**src/bdsg_pkg.sv**
```systemverilog
// Shared types, register indexes and a constant table for the display stretch block.
`default_nettype none
package bdsg_pkg;

    localparam int IMAGE_WIDTH_W = 13;
    localparam int PIX_W         = 16;
    localparam int GRAY_W        = 8;
    localparam int SUM_W         = 18;
    localparam int DIV_W         = 50;
    localparam int CFG_IDX_W     = 3;
    localparam int CFG_DATA_W    = 16;
    localparam int ROOT_W        = 30;
    localparam int ROOT_N        = 16;

    localparam logic [CFG_IDX_W-1:0] REG_IMAGE_WIDTH = 3'd0;
    localparam logic [CFG_IDX_W-1:0] REG_BINNED_MODE = 3'd1;
    localparam logic [CFG_IDX_W-1:0] REG_BLACK_LEVEL = 3'd2;
    localparam logic [CFG_IDX_W-1:0] REG_WHITE_LEVEL = 3'd3;
    localparam logic [CFG_IDX_W-1:0] REG_GAMMA       = 3'd4;

    typedef enum logic [3:0] {
        OP_IDLE,
        OP_TAKE,
        OP_SUM,
        OP_CLASS,
        OP_DIV,
        OP_DIVEND,
        OP_NORM,
        OP_LOG,
        OP_MUL,
        OP_EXP,
        OP_SCALE,
        OP_EMIT
    } dp_op_t;

    typedef struct packed {
        dp_op_t op;
    } dp_cmd_t;

    typedef struct packed {
        logic take_result;
        logic imm;
        logic gamma;
        logic step_last;
        logic t_zero;
        logic t_norm;
        logic y_big;
        logic out_free;
    } dp_stat_t;

    function automatic logic [63:0] isqrt64(input logic [63:0] x);
        logic [63:0] res;
        logic [63:0] bit_v;
        logic [63:0] rem;
        res   = '0;
        bit_v = 64'd1 << 62;
        rem   = x;
        for (int i = 0; i < 32; i++)
        begin
            if (rem >= res + bit_v)
            begin
                rem = rem - (res + bit_v);
                res = (res >> 1) + bit_v;
            end
            else
            begin
                res = res >> 1;
            end
            bit_v = bit_v >> 2;
        end
        return res;
    endfunction

    // 2^-(2^-k) in Q30, k = 0..15, by repeated square root from 0.5
    function automatic logic [ROOT_N*ROOT_W-1:0] build_roots();
        logic [ROOT_N*ROOT_W-1:0] tbl;
        logic [63:0]              r;
        tbl = '0;
        r   = 64'd1 << 29;
        for (int k = 0; k < ROOT_N; k++)
        begin
            tbl[k*ROOT_W +: ROOT_W] = r[ROOT_W-1:0];
            r = isqrt64(r << 30);
        end
        return tbl;
    endfunction

    localparam logic [ROOT_N*ROOT_W-1:0] ROOT_TABLE = build_roots();

endpackage
`default_nettype wire

```
**src/bdsg_ctrl.sv**
```systemverilog
// Sequencing state machine for the stretch datapath.
`default_nettype none
module bdsg_ctrl (
    input  wire logic               clk,
    input  wire logic               rst_n,
    input  wire logic               in_valid,
    output logic                    in_ready,
    input  wire bdsg_pkg::dp_stat_t stat,
    output bdsg_pkg::dp_cmd_t       cmd
);
    import bdsg_pkg::*;

    typedef enum logic [3:0] {
        ST_IDLE,
        ST_SUM,
        ST_CLASS,
        ST_DIV,
        ST_DIVEND,
        ST_NORM,
        ST_LOG,
        ST_MUL,
        ST_EXP,
        ST_SCALE,
        ST_EMIT
    } state_t;

    state_t state_reg;
    state_t state_next;

    always_comb
    begin
        state_next = state_reg;
        cmd.op     = OP_IDLE;
        in_ready   = 1'b0;
        case (state_reg)
            ST_IDLE:
            begin
                in_ready = 1'b1;
                if (in_valid)
                begin
                    cmd.op     = OP_TAKE;
                    state_next = stat.take_result ? ST_SUM : ST_IDLE;
                end
            end
            ST_SUM:
            begin
                cmd.op     = OP_SUM;
                state_next = ST_CLASS;
            end
            ST_CLASS:
            begin
                cmd.op     = OP_CLASS;
                state_next = stat.imm ? ST_EMIT : ST_DIV;
            end
            ST_DIV:
            begin
                cmd.op = OP_DIV;
                if (stat.step_last)
                    state_next = ST_DIVEND;
            end
            ST_DIVEND:
            begin
                cmd.op     = OP_DIVEND;
                state_next = (!stat.gamma || stat.t_zero) ? ST_EMIT : ST_NORM;
            end
            ST_NORM:
            begin
                cmd.op = OP_NORM;
                if (stat.t_norm)
                    state_next = ST_LOG;
            end
            ST_LOG:
            begin
                cmd.op = OP_LOG;
                if (stat.step_last)
                    state_next = ST_MUL;
            end
            ST_MUL:
            begin
                cmd.op     = OP_MUL;
                state_next = stat.y_big ? ST_EMIT : ST_EXP;
            end
            ST_EXP:
            begin
                cmd.op = OP_EXP;
                if (stat.step_last)
                    state_next = ST_SCALE;
            end
            ST_SCALE:
            begin
                cmd.op     = OP_SCALE;
                state_next = ST_EMIT;
            end
            ST_EMIT:
            begin
                cmd.op = OP_EMIT;
                if (stat.out_free)
                    state_next = ST_IDLE;
            end
            default:
            begin
                state_next = ST_IDLE;
            end
        endcase
    end

    always_ff @(posedge clk or negedge rst_n)
    begin
        if (!rst_n)
            state_reg <= ST_IDLE;
        else
            state_reg <= state_next;
    end

endmodule
`default_nettype wire

```
**config.mk**
```make
export PLATFORM = sky130hd
export DESIGN_NAME = bdsg_ctrl
export DESIGN_NICKNAME = d
export VERILOG_FILES = /design/src/bdsg_pkg.sv /design/src/bdsg_ctrl.sv
export SDC_FILE = /design/constraint.sdc
export NUM_CORES = 1
export LEC_CHECK = 0
export BUFFER_PORTS_ARGS = -buffer_cell sky130_fd_sc_hd__buf_4
export CAP_MARGIN = 5
export CORE_AREA = 2 2 39 41
export CTS_CLUSTER_SIZE = 24
export DETAILED_ROUTE_END_ITERATION = 8
export DIE_AREA = 0 0 41 43
export PLACE_DENSITY_LB_ADDON = 0.08
export SETUP_SLACK_MARGIN = 0.15
export SLEW_MARGIN = 20
export SYNTH_ARGS = -nofsm -noshare
export SYNTH_HDL_FRONTEND = slang
export SYNTH_SLANG_ARGS = --single-unit
```
**constraint.sdc**
```tcl
create_clock -name clk -period 3.8 [get_ports clk]
set_input_delay 0.38 -clock clk [delete_from_list [all_inputs] [get_ports clk]]
set_output_delay 0.38 -clock clk [all_outputs]
set_load 0.01 [all_outputs]
```
# == Word level (Yosys, flattened, before mapping) ==
# Cells that the tools add are included.
# Widths: inputs -> output; s select.
# word_totals
regBits,4
inputBits,11
output_inout_bits,5
wordCells,35
# classes
n_eq_ne,16
n_mux,14
n_reduce_logical,4
# op_table
cell,count
$pmux 4 s11,2
$mux 4,8
$eq 4x3->1 const B,4
$eq 4x4->1 const B,3
$ne 2x2->1 const B,6
$eq 4x2->1 const B,2
$reduce_and 6->1,1
$eq 4x1->1 const B,1
$logic_not 4->1,1
$mux 1,3
$mux 2,1
$logic_not 1->1,1
$logic_or 1x1->1,1

# == Longest topological paths before layout ==
# logic_depth
depth_word,4
mapped_depth,6
mapped_depth_nobuf,5

# == Least setup slack after synthesis ==
# No wires, ideal clock.
# synth_path
path_type,register to register
start,reg state_reg[2]
end,reg state_reg[3]
setup_time_ns,0.125
t_arrival_ns,1.466
slack_ns,2.208
path_stages_with_launch,7
n_path_buf,1
synth_period_minus_slack_ns,1.592
path_cell_list,dfrtp_1 buf_6 nand2b_4 or3_1 a21oi_1 nor3_2 mux2_4
# synth_between
elab_chain_cells,3
word_cells_on_any_way,19
cone_classes,eq/ne (16); mux (1); reduce/logical (2)
# synth_rtl
element,line,rtl
start: declaration,bdsg_ctrl.sv:27,state_t state_reg;
start signal: assignment,bdsg_ctrl.sv:112,state_reg <= state_next;
$eq 4x2->1 (tied with other cells),bdsg_ctrl.sv:35,case (state_reg)
$ne 2x2->1 (no source line),-,
$reduce_and 6->1 (no source line),-,
# Parallel ways exist; a longest one is shown, timed or not.
# A chain may end at the register's enable or synchronous reset.

==> results.py <==
metrics = {
    "worst_setup_path": {
        "start_kind": "flip-flop",
        "critPathArrivalTime_ns": 1.53,
        "worstSetupEndpointType": "primary output",
        "worstPathRequired_ns": 3.42,
        "cp_max_fo": 18,
        "criticalPathCategory": "flip-flop to primary output",
        "worstPathCellList": "nand2_1 -> xor2_1 -> nor2_1 -> buf_4",
        "cpPeakStageDelay_ns": 0.67,
        "crit_slowest_cell": "dfrtp_1",
    },
    "global_route": {
        "antenna_found_initial": 0,
        "grt_pass1_wl_mm": 1.614,
        "grt_pass1_vias": 380,
        "gr-usage-all-layers": 0.1331,
        "grt_max_degree": 20,
        "overflow": 0,
    },
    "timing": {
        "max-slew-margin-rel": 0.6269,
        "slew_viol_final": 0,
        "tightest_slew_ns": 0.5597,
        "timing.final.hold_violations": 0,
        "final.setup.tns_ns": 0,
        "period_needed_ns": 1.912,
        "period_share": 0.5033,
        "skew_ns": 0.004290,
        "fmax_mhz": 522.9,
        "setup_viol_count_final": 0,
        "grt_setup_unrepaired": "false",
    },
    "pwr": {
        "p_leak_uw": 0.0002625,
        "ir_drop_mv": 0.3286,
        "p_per_area_nw_per_um2": 878.4,
    },
    "yosys": {
        "ys_async_sr_fraction": 1.000,
        "yosysWarnings": 0,
        "synth_area_per_cell_sq_um": 8.144,
        "synth_nets": 66,
        "synth_top_area_share": 0.2235,
        "synth_top_cells_by_area": "dfrtp_1 22%, mux2_4 6.7%, a21oi_1 4.5%",
        "synth_cell_types": 32,
        "synth_seq_cells": 4,
        "synth_top_cell_by_area": "dfrtp_1",
        "syn_area_sq_um": 447.9,
        "synth_flop_cell": "dfrtp_1",
        "synth_cells": 55,
        "synth_edf_count": 0,
        "synth_seq_area_share": 0.2235,
        "synth_common_cells": "4 x a21oi_1, 4 x dfrtp_1",
    },
    "cts": {
        "clock_tree.root_cell": "clkbuf_4",
        "post_cts_buffers": 0,
        "cts_tree": "done",
        "clk_pin_slew_ns": 0.04,
        "cts.sinks": 4,
        "htree_levels": 1,
        "cts_buffer_depth": 2,
        "cts_buffers": 3,
        "clk_latency_ns": 0.23,
    },
    "finish": {
        "fin_util": 0.4195,
        "fin_nets": 81,
        "diodes": 0,
        "final-instance-count-excl-fill": 84,
        "largest_register_ffs": 4,
        "syn2layout_area_growth_pct": 29.61,
        "drive_gt1_frac": 0.3235,
    },
    "routing": {
        "vias": 433,
        "drt_first_pass_iters": 4,
        "drc_errors": 0,
        "totalWireLength_mm": 1.009,
        "avgRoutedWirePerCell_microns": 12.01,
        "antenna_left": 0,
        "drt_iter0_drc": 4,
        "avgViaCountPerCell": 5.155,
    },
    "floorplan": {
        "rows": 14,
        "dieArea_sq_um": 1763,
        "die_w_microns": 41,
        "core-area_sq_um": 1384,
        "ios": 16,
        "start_util": 0.3237,
        "die_y_microns": 43,
    },
    "placed_design": {
        "placed_cells": 80,
        "portBuffers": 15,
        "routabilityCongestion": 0.6934,
        "dpl.hpwl_microns": 700,
    },
    "hold_path": {
        "min-delay-path-class": "input port to async pin",
    },
    "status": {
        "status": "finished clean",
    },
    "job": {
        "cap_violations": 0,
    },
}
-- worst paths after layout --
kind                                    from           end  slack [ns]  cells after the start
worst max-delay path            state_reg[0]        cmd[2]        1.89                      4
worst min-delay path                   rst_n  state_reg[0]        0.48                      2
worst max register to register  state_reg[2]  state_reg[0]        1.93                      5
worst min register to register  state_reg[2]  state_reg[2]        0.87                      2
max in group asynchronous              rst_n  state_reg[2]        3.21                      2
min in group clk                     stat[3]  state_reg[2]        0.55                      4
-- power by group --
group	total, uW	internal (uW)	switching (uW)
Combinational	308	185	123
Clock	50.8	35.2	15.6
Sequential	151	62.7	88.7
-- cell usage in the layout, fill, tap and decap left out --
cell type	count
a21oi_1	4
nand2b_4	1
nor4_1	3
o41ai_1	1
o32a_1	1
o21ai_0	1
nor3_1	3
or3_1	1
nand2b_1	3
xnor2_1	1
clkbuf_4	3
a31o_1	1
a211oi_1	2
nor2b_1	3
dlygate4sd3_1	1
nand2_1	1
nand3b_1	1
o21ai_1	1
mux2i_1	2
a211o_1	1
a221oi_1	1
a31oi_1	1
inv_1	2
buf_4	15
o22ai_1	1
nor2_1	3
o21bai_1	1
mux2_4	2
dfrtp_1	4
nor3_2	1
and3_1	1
xor2_1	1
-- cell type report --
cell class	instances	area (sq um)
Multi-Input combinational cell	43	307.8
Tap cell	16	20.02
Timing Repair Buffer	16	122.6
Inverter	2	7.507
Fill cell	144	803.3
Clock buffer	3	22.52
Sequential cell	4	100.1
-- layer usage --
metal  track usage  vias to the layer above  wire length [microns]
met5             0                        -                      0
li1              -                      232                      -
met4       0.08000                        0                      9
met1        0.1656                      191                    485
met3       0.03141                        2                     35
met2        0.1969                        8                    478
-- per-stage QoR --
step,cell area [sq um],hold WS (ns),power (uW),setup WS [ns]
2_1_floorplan,447.9,0.08441,378.3,2.208
3_3_place_gp,548.0,0.1777,466.6,1.945
3_5_place_dp,548.0,0.1774,461.4,1.934
4_1_cts,580.6,0.4739,516.7,1.882
5_1_grt,580.6,0.4973,554.7,1.772
6_report,580.6,0.4825,509.9,1.888
-- critical path, delay by kind of cell, from the launching register on --
| family | cells | cell delay, ns |
|---|---|---|
| xor gates and xnor gates | 1 | 0.18 |
| buffers and inverters | 1 | 0.13 |
| DFF | 1 | 0.67 |
| and+or+nand+nor | 2 | 0.32 |
-- cell families (layout without fill, tap and decap cells) --
logic type / after synthesis / count (layout) / share of synthesized area
buffers and inverters: 8 / 21 / 0.08939
multiplexers: 4 / 4 / 0.1117
XOR/XNOR: 2 / 2 / 0.03911
flip-flops: 4 / 4 / 0.2235
AO/OA/AOI/OAI: 16 / 16 / 0.2458
AND/OR/NAND/NOR: 21 / 21 / 0.2905
-- what timing repair did --
action / in CTS / in global routing
gates resized for setup: 0 / 0
hold endpoints to repair: 4 / 0
hold buffers: 1 / 0
Power figures use the tool's default switching activity.
